### src/rtl/core/nmcl_pkg.sv
// ----------------------------------------------------------------------------
// Near-maximum candidate list: shared definitions
// Field widths, register indexes, opcodes, result kinds and reset values
// used by the candidate list unit and its parts.
// ----------------------------------------------------------------------------
`default_nettype none

package nmcl_pkg;

  // Default sizing of the list store.
  localparam int unsigned CAPACITY_DEF      = 64;
  localparam int unsigned POSITION_BITS_DEF = 24;

  // Fixed port field widths.
  localparam int unsigned OPCODE_W  = 2;
  localparam int unsigned SCORE_W   = 32;
  localparam int unsigned POS_OUT_W = 24;
  localparam int unsigned KIND_W    = 2;
  localparam int unsigned TOTAL_W   = 7;
  localparam int unsigned MARGIN_W  = 31;
  localparam int unsigned CFG_IDX_W = 1;
  localparam int unsigned CFG_DATA_W = 32;

  // Configuration register indexes.
  localparam logic [CFG_IDX_W-1:0] REG_KEEP_MARGIN = 1'd0;
  localparam logic [CFG_IDX_W-1:0] REG_START_SCORE = 1'd1;

  // Register reset values.
  localparam logic [MARGIN_W-1:0] KEEP_MARGIN_RST = 31'd655360;
  localparam logic [SCORE_W-1:0]  START_SCORE_RST = 32'h8000_0000;

  // Input opcodes.
  localparam logic [OPCODE_W-1:0] OP_OFFER = 2'd0;
  localparam logic [OPCODE_W-1:0] OP_READ  = 2'd1;
  localparam logic [OPCODE_W-1:0] OP_CLEAR = 2'd2;

  // Result kinds.
  localparam logic [KIND_W-1:0] KIND_STATUS = 2'd0;
  localparam logic [KIND_W-1:0] KIND_ENTRY  = 2'd1;
  localparam logic [KIND_W-1:0] KIND_EMPTY  = 2'd2;

endpackage : nmcl_pkg

`default_nettype wire

### src/rtl/core/nmcl_ram.sv
// ----------------------------------------------------------------------------
// Generic simple dual-port RAM
// One write port and one read port, read data registered.
// ----------------------------------------------------------------------------
`default_nettype none

module nmcl_ram #(
  parameter int unsigned Width = 8,
  parameter int unsigned Depth = 16,
  localparam int unsigned AddrW = (Depth > 1) ? $clog2(Depth) : 1
) (
  input  wire logic             clk_i,
  input  wire logic             we_i,
  input  wire logic [AddrW-1:0] waddr_i,
  input  wire logic [Width-1:0] wdata_i,
  input  wire logic             re_i,
  input  wire logic [AddrW-1:0] raddr_i,
  output logic      [Width-1:0] rdata_o
);

  logic [Width-1:0] mem_q [Depth];

  // Write port.
  always_ff @(posedge clk_i) begin
    if (we_i) begin
      mem_q[waddr_i] <= wdata_i;
    end
  end

  // Registered read port.
  always_ff @(posedge clk_i) begin
    if (re_i) begin
      rdata_o <= mem_q[raddr_i];
    end
  end

endmodule : nmcl_ram

`default_nettype wire

### src/rtl/core/near_max_candidate_list_unit.sv
// ----------------------------------------------------------------------------
// Near-maximum candidate list unit
// Keeps an ordered, bounded list of (score, position) candidates within a
// margin of the best score, prunes it on a new best, streams and clears it.
//
//   channel  | signals                                   | flow
//   ---------+-------------------------------------------+----------------------
//   command  | start_i, busy_o, opcode_i, score_i,       | taken when start_i
//            | position_i                                | and not busy_o
//   result   | res_valid_o, kind_o, entry_score_o, ...   | one-cycle strobe
//   config   | cfg_we_i, cfg_idx_i, cfg_wdata_i          | write on cfg_we_i
//
// An offer that does not beat the best score, a clear and an unused opcode
// finish in the execute state. An offer that becomes the new best adds a
// compaction pass over the N entries in the list once the offer has been
// appended (one entry read from the list RAM per cycle, survivors written
// back in place). A read-out gives one word per cycle after the first RAM
// read. The list RAM needs no clearing pass: reset only empties the count.
// The receiver cannot stall; each result word is shown for one cycle.
// ----------------------------------------------------------------------------
`default_nettype none

module near_max_candidate_list_unit #(
  parameter int unsigned CAPACITY      = nmcl_pkg::CAPACITY_DEF,
  parameter int unsigned POSITION_BITS = nmcl_pkg::POSITION_BITS_DEF
) (
  input  wire logic                               clk_i,
  input  wire logic                               rst_ni,
  // Command channel.
  input  wire logic                               start_i,
  output logic                                    busy_o,
  input  wire logic [nmcl_pkg::OPCODE_W-1:0]      opcode_i,
  input  wire logic [nmcl_pkg::SCORE_W-1:0]       score_i,
  input  wire logic [nmcl_pkg::POS_OUT_W-1:0]     position_i,
  // Configuration write port.
  input  wire logic                               cfg_we_i,
  input  wire logic [nmcl_pkg::CFG_IDX_W-1:0]     cfg_idx_i,
  input  wire logic [nmcl_pkg::CFG_DATA_W-1:0]    cfg_wdata_i,
  // Result channel.
  output logic                                    res_valid_o,
  output logic      [nmcl_pkg::KIND_W-1:0]        kind_o,
  output logic      [nmcl_pkg::SCORE_W-1:0]       entry_score_o,
  output logic      [nmcl_pkg::POS_OUT_W-1:0]     entry_position_o,
  output logic                                    stored_o,
  output logic                                    new_best_o,
  output logic                                    overflow_o,
  output logic      [nmcl_pkg::POS_OUT_W-1:0]     best_position_o,
  output logic      [nmcl_pkg::TOTAL_W-1:0]       kept_total_o,
  output logic                                    last_o
);

  localparam int unsigned SW    = nmcl_pkg::SCORE_W;
  localparam int unsigned PW    = POSITION_BITS;
  localparam int unsigned OW    = nmcl_pkg::POS_OUT_W;
  localparam int unsigned TW    = nmcl_pkg::TOTAL_W;
  localparam int unsigned AW    = $clog2(CAPACITY);
  localparam int unsigned CW    = $clog2(CAPACITY + 1);
  localparam int unsigned XW    = SW + 2;
  localparam int unsigned WORDW = SW + PW;

  // Sequencer states.
  localparam logic [2:0] ST_IDLE = 3'd0;
  localparam logic [2:0] ST_EXEC = 3'd1;
  localparam logic [2:0] ST_CMP  = 3'd2;
  localparam logic [2:0] ST_RD   = 3'd3;

  localparam logic [CW-1:0] CAP_C = CW'(CAPACITY);
  localparam logic [CW-1:0] ONE_C = CW'(1);

  // --------------------------------------------------------------------------
  // Registers
  // --------------------------------------------------------------------------
  logic [2:0]                       state_q, state_d;
  logic [nmcl_pkg::OPCODE_W-1:0]    op_q, op_d;
  logic [SW-1:0]                    sc_q, sc_d;
  logic [PW-1:0]                    pos_q, pos_d;
  logic [nmcl_pkg::MARGIN_W-1:0]    margin_q;
  logic [SW-1:0]                    start_q;
  logic [SW-1:0]                    best_q, best_d;
  logic [PW-1:0]                    best_pos_q, best_pos_d;
  logic [CW-1:0]                    count_q, count_d;
  logic [CW-1:0]                    n_q, n_d;
  logic [CW-1:0]                    rptr_q, rptr_d;
  logic [CW-1:0]                    wptr_q, wptr_d;
  logic                             rvalid_q, rvalid_d;
  logic                             rlast_q, rlast_d;
  logic [XW-1:0]                    floor_q, floor_d;
  logic                             st_q, st_d;
  logic                             ov_q, ov_d;

  // Result word register.
  logic                             res_valid_q;
  logic [nmcl_pkg::KIND_W-1:0]      kind_q;
  logic [SW-1:0]                    escore_q;
  logic [PW-1:0]                    epos_q;
  logic                             stored_q, newbest_q, oflow_q, last_q;
  logic [PW-1:0]                    bpos_q;
  logic [CW-1:0]                    total_q;

  // --------------------------------------------------------------------------
  // List RAM: score in the upper bits, position in the lower bits
  // --------------------------------------------------------------------------
  logic             ram_we, ram_re;
  logic [AW-1:0]    ram_waddr, ram_raddr;
  logic [WORDW-1:0] ram_wdata, ram_rdata;
  logic [SW-1:0]    rd_score;

  nmcl_ram #(
    .Width (WORDW),
    .Depth (CAPACITY)
  ) u_list_ram (
    .clk_i   (clk_i),
    .we_i    (ram_we),
    .waddr_i (ram_waddr),
    .wdata_i (ram_wdata),
    .re_i    (ram_re),
    .raddr_i (ram_raddr),
    .rdata_o (ram_rdata)
  );

  assign rd_score = ram_rdata[WORDW-1:PW];

  // --------------------------------------------------------------------------
  // Offer arithmetic, at 34 bits so nothing wraps
  // --------------------------------------------------------------------------
  logic signed [XW-1:0] sc_x, best_x, margin_x, sum_x, floor_x, rd_x;
  logic                 qualify, better, keep_entry;

  assign sc_x     = {{2{sc_q[SW-1]}}, sc_q};
  assign best_x   = {{2{best_q[SW-1]}}, best_q};
  assign margin_x = {3'b000, margin_q};
  assign sum_x    = sc_x + margin_x;
  assign floor_x  = sc_x - margin_x;
  assign rd_x     = {{2{rd_score[SW-1]}}, rd_score};
  assign qualify  = sum_x > best_x;
  assign better   = $signed(sc_q) > $signed(best_q);
  assign keep_entry = rd_x > $signed(floor_q);

  // Input position masked to the stored width.
  logic [PW+OW-1:0] pos_in_ext;
  assign pos_in_ext = {{PW{1'b0}}, position_i};

  // --------------------------------------------------------------------------
  // Sequencer
  // --------------------------------------------------------------------------
  logic                          emit;
  logic [nmcl_pkg::KIND_W-1:0]   emit_kind;
  logic [SW-1:0]                 emit_score;
  logic [PW-1:0]                 emit_pos;
  logic                          emit_st, emit_nb, emit_ov, emit_last;
  logic [PW-1:0]                 emit_bpos;
  logic [CW-1:0]                 emit_total;
  logic [CW-1:0]                 count_n;

  always_comb begin
    state_d    = state_q;
    op_d       = op_q;
    sc_d       = sc_q;
    pos_d      = pos_q;
    best_d     = best_q;
    best_pos_d = best_pos_q;
    count_d    = count_q;
    n_d        = n_q;
    rptr_d     = rptr_q;
    wptr_d     = wptr_q;
    rvalid_d   = 1'b0;
    rlast_d    = rlast_q;
    floor_d    = floor_q;
    st_d       = st_q;
    ov_d       = ov_q;
    count_n    = count_q;

    ram_we     = 1'b0;
    ram_waddr  = wptr_q[AW-1:0];
    ram_wdata  = ram_rdata;
    ram_re     = 1'b0;
    ram_raddr  = rptr_q[AW-1:0];

    emit       = 1'b0;
    emit_kind  = nmcl_pkg::KIND_STATUS;
    emit_score = '0;
    emit_pos   = '0;
    emit_st    = 1'b0;
    emit_nb    = 1'b0;
    emit_ov    = 1'b0;
    emit_last  = 1'b1;
    emit_bpos  = best_pos_q;
    emit_total = count_q;

    case (state_q)
      ST_IDLE: begin
        if (start_i) begin
          op_d    = opcode_i;
          sc_d    = score_i;
          pos_d   = pos_in_ext[PW-1:0];
          state_d = ST_EXEC;
        end
      end

      ST_EXEC: begin
        case (op_q)
          nmcl_pkg::OP_OFFER: begin
            st_d = 1'b0;
            ov_d = 1'b0;
            // Append at the tail when within the margin and there is room.
            if (qualify) begin
              if (count_q < CAP_C) begin
                ram_we    = 1'b1;
                ram_waddr = count_q[AW-1:0];
                ram_wdata = {sc_q, pos_q};
                count_n   = count_q + ONE_C;
                st_d      = 1'b1;
              end else begin
                ov_d = 1'b1;
              end
            end
            count_d = count_n;
            if (better) begin
              // New best: start the in-place compaction pass.
              best_d     = sc_q;
              best_pos_d = pos_q;
              floor_d    = floor_x;
              n_d        = count_n;
              rptr_d     = '0;
              wptr_d     = '0;
              state_d    = ST_CMP;
            end else begin
              emit       = 1'b1;
              emit_st    = st_d;
              emit_ov    = ov_d;
              emit_total = count_n;
              state_d    = ST_IDLE;
            end
          end

          nmcl_pkg::OP_READ: begin
            if (count_q == '0) begin
              emit      = 1'b1;
              emit_kind = nmcl_pkg::KIND_EMPTY;
              state_d   = ST_IDLE;
            end else begin
              n_d     = count_q;
              rptr_d  = '0;
              state_d = ST_RD;
            end
          end

          nmcl_pkg::OP_CLEAR: begin
            count_d    = '0;
            best_d     = start_q;
            best_pos_d = '0;
            emit       = 1'b1;
            emit_kind  = nmcl_pkg::KIND_EMPTY;
            emit_bpos  = '0;
            emit_total = '0;
            state_d    = ST_IDLE;
          end

          default: begin
            emit    = 1'b1;
            state_d = ST_IDLE;
          end
        endcase
      end

      ST_CMP: begin
        // Read ahead of the write pointer; survivors are written back in order.
        ram_re   = rptr_q < n_q;
        rvalid_d = ram_re;
        if (ram_re) begin
          rptr_d = rptr_q + ONE_C;
        end
        if (rvalid_q && keep_entry) begin
          ram_we = 1'b1;
          wptr_d = wptr_q + ONE_C;
        end
        if (!ram_re && !rvalid_q) begin
          count_d    = wptr_q;
          emit       = 1'b1;
          emit_st    = st_q;
          emit_nb    = 1'b1;
          emit_ov    = ov_q;
          emit_total = wptr_q;
          state_d    = ST_IDLE;
        end
      end

      ST_RD: begin
        // Stream one entry per cycle behind the RAM read.
        ram_re   = rptr_q < n_q;
        rvalid_d = ram_re;
        if (ram_re) begin
          rptr_d  = rptr_q + ONE_C;
          rlast_d = rptr_q == (n_q - ONE_C);
        end
        if (rvalid_q) begin
          emit       = 1'b1;
          emit_kind  = nmcl_pkg::KIND_ENTRY;
          emit_score = rd_score;
          emit_pos   = ram_rdata[PW-1:0];
          emit_last  = rlast_q;
          if (rlast_q) begin
            state_d = ST_IDLE;
          end
        end
      end

      default: begin
        state_d = ST_IDLE;
      end
    endcase
  end

  // Control registers.
  always_ff @(posedge clk_i or negedge rst_ni) begin
    if (!rst_ni) begin
      state_q     <= ST_IDLE;
      count_q     <= '0;
      best_q      <= nmcl_pkg::START_SCORE_RST;
      best_pos_q  <= '0;
      margin_q    <= nmcl_pkg::KEEP_MARGIN_RST;
      start_q     <= nmcl_pkg::START_SCORE_RST;
      rvalid_q    <= 1'b0;
      res_valid_q <= 1'b0;
    end else begin
      state_q     <= state_d;
      count_q     <= count_d;
      best_q      <= best_d;
      best_pos_q  <= best_pos_d;
      rvalid_q    <= rvalid_d;
      res_valid_q <= emit;
      if (cfg_we_i) begin
        case (cfg_idx_i)
          nmcl_pkg::REG_KEEP_MARGIN: margin_q <= cfg_wdata_i[nmcl_pkg::MARGIN_W-1:0];
          nmcl_pkg::REG_START_SCORE: start_q  <= cfg_wdata_i[SW-1:0];
          default: ;
        endcase
      end
    end
  end

  // Working payload registers.
  always_ff @(posedge clk_i) begin
    op_q    <= op_d;
    sc_q    <= sc_d;
    pos_q   <= pos_d;
    n_q     <= n_d;
    rptr_q  <= rptr_d;
    wptr_q  <= wptr_d;
    rlast_q <= rlast_d;
    floor_q <= floor_d;
    st_q    <= st_d;
    ov_q    <= ov_d;
  end

  // Result word register.
  always_ff @(posedge clk_i) begin
    if (emit) begin
      kind_q    <= emit_kind;
      escore_q  <= emit_score;
      epos_q    <= emit_pos;
      stored_q  <= emit_st;
      newbest_q <= emit_nb;
      oflow_q   <= emit_ov;
      bpos_q    <= emit_bpos;
      total_q   <= emit_total;
      last_q    <= emit_last;
    end
  end

  // --------------------------------------------------------------------------
  // Outputs
  // --------------------------------------------------------------------------
  logic [PW+OW-1:0] epos_ext, bpos_ext;
  logic [CW+TW-1:0] total_ext;

  assign epos_ext  = {{OW{1'b0}}, epos_q};
  assign bpos_ext  = {{OW{1'b0}}, bpos_q};
  assign total_ext = {{TW{1'b0}}, total_q};

  assign busy_o           = state_q != ST_IDLE;
  assign res_valid_o      = res_valid_q;
  assign kind_o           = kind_q;
  assign entry_score_o    = escore_q;
  assign entry_position_o = epos_ext[OW-1:0];
  assign stored_o         = stored_q;
  assign new_best_o       = newbest_q;
  assign overflow_o       = oflow_q;
  assign best_position_o  = bpos_ext[OW-1:0];
  assign kept_total_o     = total_ext[TW-1:0];
  assign last_o           = last_q;

  // --------------------------------------------------------------------------
  // Assertions
  // --------------------------------------------------------------------------
  // The list never holds more entries than the RAM has.
  a_count_bound: assert property (@(posedge clk_i) disable iff (!rst_ni)
    count_q <= CAP_C)
    else $error("list count exceeds capacity");

  // Compaction writes never pass the read pointer.
  a_wptr_behind: assert property (@(posedge clk_i) disable iff (!rst_ni)
    state_q == ST_CMP |-> wptr_q <= rptr_q)
    else $error("compaction write pointer ahead of read pointer");

  // A write never lands on the entry being read in the same cycle.
  a_no_rw_clash: assert property (@(posedge clk_i) disable iff (!rst_ni)
    (ram_we && ram_re) |-> ram_waddr != ram_raddr)
    else $error("list RAM read and write to the same entry");

  // Words that are not the last of an item only come from a read-out.
  a_multi_only_rd: assert property (@(posedge clk_i) disable iff (!rst_ni)
    (res_valid_o && !last_o) |-> (state_q == ST_RD && kind_o == nmcl_pkg::KIND_ENTRY))
    else $error("non-final result word outside a read-out");

  // An offer is never both stored and dropped.
  a_store_xor_drop: assert property (@(posedge clk_i) disable iff (!rst_ni)
    res_valid_o |-> !(stored_o && overflow_o))
    else $error("offer reported both stored and overflow");

endmodule : near_max_candidate_list_unit

`default_nettype wire
### config.mk
export PLATFORM = sky130hd
export DESIGN_NAME = near_max_candidate_list_unit
export DESIGN_NICKNAME = d
export VERILOG_FILES = /design/src/rtl/core/nmcl_pkg.sv /design/src/rtl/core/nmcl_ram.sv /design/src/rtl/core/near_max_candidate_list_unit.sv
export SDC_FILE = /design/constraint.sdc
export NUM_CORES = 2
export LEC_CHECK = 0
export ABC_CLOCK_PERIOD_IN_PS = 7700
export BUFFER_PORTS_ARGS = -buffer_cell sky130_fd_sc_hd__buf_2
export CORE_ASPECT_RATIO = 0.9
export CORE_MARGIN = 3
export CORE_UTILIZATION = 50
export DETAILED_ROUTE_END_ITERATION = 10
export GPL_TIMING_DRIVEN = 0
export PLACE_DENSITY = 0.68
export SYNTH_ARGS = -nofsm -noshare
export SYNTH_HDL_FRONTEND = slang
export SYNTH_SLANG_ARGS = --single-unit
### constraint.sdc
create_clock -name clk_i -period 7.7 [get_ports clk_i]
set_input_delay 0.385 -clock clk_i [delete_from_list [all_inputs] [get_ports clk_i]]
set_output_delay 0.385 -clock clk_i [all_outputs]
set_load 0.01 [all_outputs]
==> results by stage <==
GRT:
- The first-pass GRT wire length is 621,000 µm.
- Entering global routing, the biggest net connects 68 pins.
- The aggregate global routing overflow is 0.
- For this run, the total global-route usage over all layers was measured as 0.276.
- The number of global-route vias before repair is 80,200.
- The initial antenna violation count is 33.

Synthesis:
- The post-synthesis adder-cell area fraction is 0.0145.
- Of the total synthesized cell area, the portion taken by AND, OR, NAND and NOR gates is 0.0168.
- The number of different library cells used by synthesis comes to 87.
- Among all flip-flop cells after synthesis, the most frequent one is sky130_fd_sc_hd__edfxtp_1.
- The synthesized netlist net count is 7,297.
- The compound-cell area share of the yosys netlist came to 0.0160.
- The number of flops mapped to enable cells by yosys is 3,848.
- Of all cell types, the one taking the most synthesized area is sky130_fd_sc_hd__edfxtp_1.
- The cell area after synthesis is 0.158 mm².
- The share of flip-flops with an asynchronous set or reset is 0.0327.
- The total of warnings raised by yosys is 0.
- After synthesis, the cell types taking the most area are sky130_fd_sc_hd__edfxtp_1, sky130_fd_sc_hd__mux4_2, sky130_fd_sc_hd__dfrtp_1, sky130_fd_sc_hd__ha_1, sky130_fd_sc_hd__mux2_2.
- The post-synthesis xor/xnor area fraction is 0.00428.
- The area share of the largest cell type after synthesis is 0.733.
- Counting every instance in the synthesized netlist gives 7,021.
- After synthesis, the largest family of logic cells by area is multiplexers.
- The flip-flop and latch count after synthesis is 3,978.
- Of the synthesized area, sequential elements account for 0.754.
- The average cell area after synthesis is 22.5 µm².
- Measured against the total synthesized area, the mux share comes to 0.182.

Final layout:
- The number of filler cells placed in the layout is 21,400.
- In the final layout, the share of cells above drive strength 1 is 0.314.
- The sequential cell area in the final layout is 0.119 mm².
- Leaving out fill and tap cells, the most frequent cell in the layout is sky130_fd_sc_hd__edfxtp_1.
- The number of nets in the layout is 8,377.
- The finished cells cover 0.185 mm².
- Summing all multi-input logic gate instances after layout gives 0.0377 mm².
- In the layout the commonest cells are sky130_fd_sc_hd__edfxtp_1, sky130_fd_sc_hd__mux4_2, sky130_fd_sc_hd__clkbuf_16.
- The area growth from synthesis to layout is 17.4%.
- The share of the core filled with cells in the final layout is 0.593.

Clocking:
- The deepest level of the CTS H-tree is 5.
- The maximum count of clock buffers along a single path is 4.
- The number of clock buffers added by TritonCTS is 386.
- The count of clock tree sinks is 3,978.
- The cell sitting at the root of the clock tree is a sky130_fd_sc_hd__clkbuf_16.
- TritonCTS built the clock tree.
- Clock latency on the worst-skew pair, taken at its later pin, is 0.93 ns.
- The clock slew at the register clock pins of the worst setup and hold paths is 0.06 ns.

Worst setup path:
- The arrival time at the worst endpoint is 8.20 ns.
- STA puts the critical path data required time at 8.29 ns.
- The largest driver fanout on the critical path is 18.
- The worst setup path is captured at a flop.
- The worst setup path is of the flop to flop kind.
- The worst setup path is launched from a flop.
- The minimum setup slack among reg-to-reg paths is 0.09 ns.

STA:
- The final hold violation count is 0.
- For this run, the top clock speed supported by timing is 131 MHz.
- Of the available clock period, the critical path in the final layout requires 0.988.
- After layout, the minimum clock period comes to 7.61 ns.
- Setup repair after global routing could not meet its margin everywhere.
- The final-report max-slew violation count is 19.
- The measured slew at the worst slew-check pin is 1.73 ns.
- In this run the tightest slew margin relative to its limit is -0.157.
- The final count of negative-setup-slack endpoints is 0.
- Setup total negative slack on the finished layout was measured at 0 ns.
- The worst-case clock skew is 0.0855 ns.

Status:
- The final reports fail on max-capacitance violations, max-slew violations.
- The flow ran to the end, but the final reports show violations.

Placed design:
- At the end of routability-driven placement, the weighted congestion stood at 0.899.
- The number of buffers added on ports is 189.
- The post-place instance area is 0.169 mm².
- The placed wire-length estimate is 306,000 µm.

Floorplan:
- In this run the horizontal extent of the chip is 598 µm.
- The overall die area is 0.322 mm².
- Measured along the y axis, the die boundary spans 539 µm.
- The standard-cell row count is 194.
- The region available for standard cell placement spans 0.312 mm².
- The effective utilization at floorplan is 0.505.
- The number of top-level pins is 190.

Min path:
- The tightest min-delay check is of the primary input to asynchronous set/reset pin type.

Drt:
- The final routed wirelength across all metal layers is 451,000 µm.
- For this block, the via count after detailed routing is 81,700.
- For this run, the detailed router's first-pass iteration total came to 6.
- The number of vias per cell after detailed routing is 6.50.
- The detailed-route DRC error count is 0.
- Dividing the detail-routed wire length by the instance count gives 35.9 µm.
- In this run the remaining antenna-violating nets after routing total 0.
- The iteration-0 DRC count of the detailed router is 12,800.

Pwr:
- Summed over all cells, the static leakage comes to 59.7 nW.
- The total power density per cell area is 387 mW/mm².
- The largest vdd supply drop is 0.257 mV.
- The final total power is 71.6 mW.

Job:
- The max-cap check violation count is 3.
## sequential cells by signal (all words and copies together) (netlist names), 2 cells and up
| register | count |
|---|---|
| wptr_q | 7 |
| kind_o | 2 |
| best_pos_q | 24 |
| best_position_o | 24 |
| n_q | 7 |
| count_q | 7 |
| best_q | 32 |
| u_list_ram.rdata_o | 56 |
| state_q | 2 |
| floor_q | 33 |
| margin_q | 31 |
| rptr_q | 7 |
| op_q | 2 |
| u_list_ram.mem_q | 3584 |
| start_q | 32 |
| entry_score_o | 32 |
| sc_q | 32 |
| pos_q | 24 |
| kept_total_o | 7 |
| entry_position_o | 24 |
## where the power goes
part | total (mW) | internal [mW] | switching [mW]
combinational | 23.1 | 8.60 | 14.5
sequential | 29.3 | 28.7 | 0.586
clock | 19.2 | 11.1 | 8.11
total | 71.6 | 48.4 | 23.2
## worst paths after layout
path / start / to / cells after the start
setup reg to reg: sc_q[3] / u_list_ram.mem_q[5][26] / 24
max in group asynchronous: rst_ni / best_pos_q[4] / 3
min in group clk_i: start_i / state_q[1] / 4
hold / removal: rst_ni / start_q[17] / 2
setup / recovery: sc_q[3] / u_list_ram.mem_q[5][26] / 24
hold reg to reg: best_pos_q[10] / best_pos_q[10] / 1
## cell type report
class / instances / area share
antenna: 30 / 0.000406
buffer: 363 / 0.00812
clock buffer: 468 / 0.0552
clock inverter: 236 / 0.0135
inverter: 157 / 0.00319
multi-input combinational: 2523 / 0.204
sequential: 3978 / 0.642
tap: 4116 / 0.0278
timing repair buffer: 692 / 0.0460
## metal layers
layer / track usage / share of wire / vias to the layer above
li1: - / - / 31900
met1: 0.381 / 0.37 / 43300
met2: 0.418 / 0.46 / 5628
met3: 0.0822 / 0.13 / 899
met4: 0.106 / 0.042 / 6
met5: 0 / 0.00041 / -
## logic make-up (layout without fill, tap and decap cells)
kind of cell    count (synthesis)  after routing
compound gates                398            398
xor+xnor                       77             77
fa+ha+maj                     181            181
buf+inv                       520           1916
flops                        3978           3978
mux                          1372           1372
other cells                     0             30
simple gates                  495            495
## critical path, cell delays in order, from the launching register on
cell and delay [ns]:
sky130_fd_sc_hd__edfxtp_1 0.54, sky130_fd_sc_hd__ha_1 0.35, sky130_fd_sc_hd__clkbuf_1 0.31, sky130_fd_sc_hd__nor3b_1 0.10, sky130_fd_sc_hd__a211oi_1 0.35, sky130_fd_sc_hd__a21oi_1 0.23, sky130_fd_sc_hd__o2111ai_1 0.41, sky130_fd_sc_hd__nand3_1 0.22
sky130_fd_sc_hd__a31oi_1 0.30, sky130_fd_sc_hd__o31ai_1 0.18, sky130_fd_sc_hd__nor4_1 0.25, sky130_fd_sc_hd__a211oi_1 0.11, sky130_fd_sc_hd__ha_1 0.38, sky130_fd_sc_hd__and4_1 0.35, sky130_fd_sc_hd__nand2_1 0.09, sky130_fd_sc_hd__nor2_1 0.30
sky130_fd_sc_hd__nand3_1 0.35, sky130_fd_sc_hd__o2111ai_2 0.23, sky130_fd_sc_hd__nand2_2 0.16, sky130_fd_sc_hd__buf_6 0.24, sky130_fd_sc_hd__or3b_1 0.40, sky130_fd_sc_hd__buf_2 0.34, sky130_fd_sc_hd__a21oi_4 0.58, sky130_fd_sc_hd__buf_12 0.27
sky130_fd_sc_hd__buf_12 0.23
## Yosys cell counts (5+ instances only)
master	instances
sky130_fd_sc_hd__nor3b_1	12
sky130_fd_sc_hd__buf_2	38
sky130_fd_sc_hd__buf_1	83
sky130_fd_sc_hd__edfxtp_1	3848
sky130_fd_sc_hd__dfrtp_1	126
sky130_fd_sc_hd__mux2i_1	73
sky130_fd_sc_hd__clkbuf_1	232
sky130_fd_sc_hd__nor3_1	30
sky130_fd_sc_hd__a31oi_1	13
sky130_fd_sc_hd__nor4_1	9
sky130_fd_sc_hd__o21ai_0	74
sky130_fd_sc_hd__nand2b_1	12
sky130_fd_sc_hd__nand3_1	30
sky130_fd_sc_hd__buf_4	8
sky130_fd_sc_hd__nand2_1	93
sky130_fd_sc_hd__o21a_1	7
sky130_fd_sc_hd__or3_1	6
sky130_fd_sc_hd__and2_1	29
sky130_fd_sc_hd__inv_1	154
sky130_fd_sc_hd__or4_1	5
sky130_fd_sc_hd__xnor2_1	57
sky130_fd_sc_hd__xor2_1	20
sky130_fd_sc_hd__nor2b_1	39
sky130_fd_sc_hd__o31ai_1	10
sky130_fd_sc_hd__mux2i_4	5
sky130_fd_sc_hd__ha_1	179
sky130_fd_sc_hd__mux2_2	116
sky130_fd_sc_hd__mux4_2	1176
sky130_fd_sc_hd__a21o_1	55
sky130_fd_sc_hd__a211oi_1	10
sky130_fd_sc_hd__o211ai_1	7
sky130_fd_sc_hd__nand4_1	32
sky130_fd_sc_hd__a21oi_1	149
sky130_fd_sc_hd__nor2_1	100
sky130_fd_sc_hd__o21bai_1	18
sky130_fd_sc_hd__and3_1	68
sky130_fd_sc_hd__nand3b_1	8
## through the flow
step | std cells | setup WS [ns] | hold slack [ns]
floorplan | 7021 | -0.419 | 0.0894
global placement | 11300 | -7.49 | 0.485
detailed placement | 11500 | -1.39 | 0.396
CTS | 12500 | 0.0448 | 0.0329
global route | 12500 | -0.182 | 0.107
finish | 12600 | 0.0900 | 0.0951
## what timing repair did
action,4_1_cts,5_1_grt
endpoints found under the hold margin,245,0
setup buffers,165,28
setup endpoints to repair,4802,6622
gates resized for setup,11,6
hold buffers,91,0
pin swaps,48,4
Note: power is estimated with default switching activity, not from simulation.
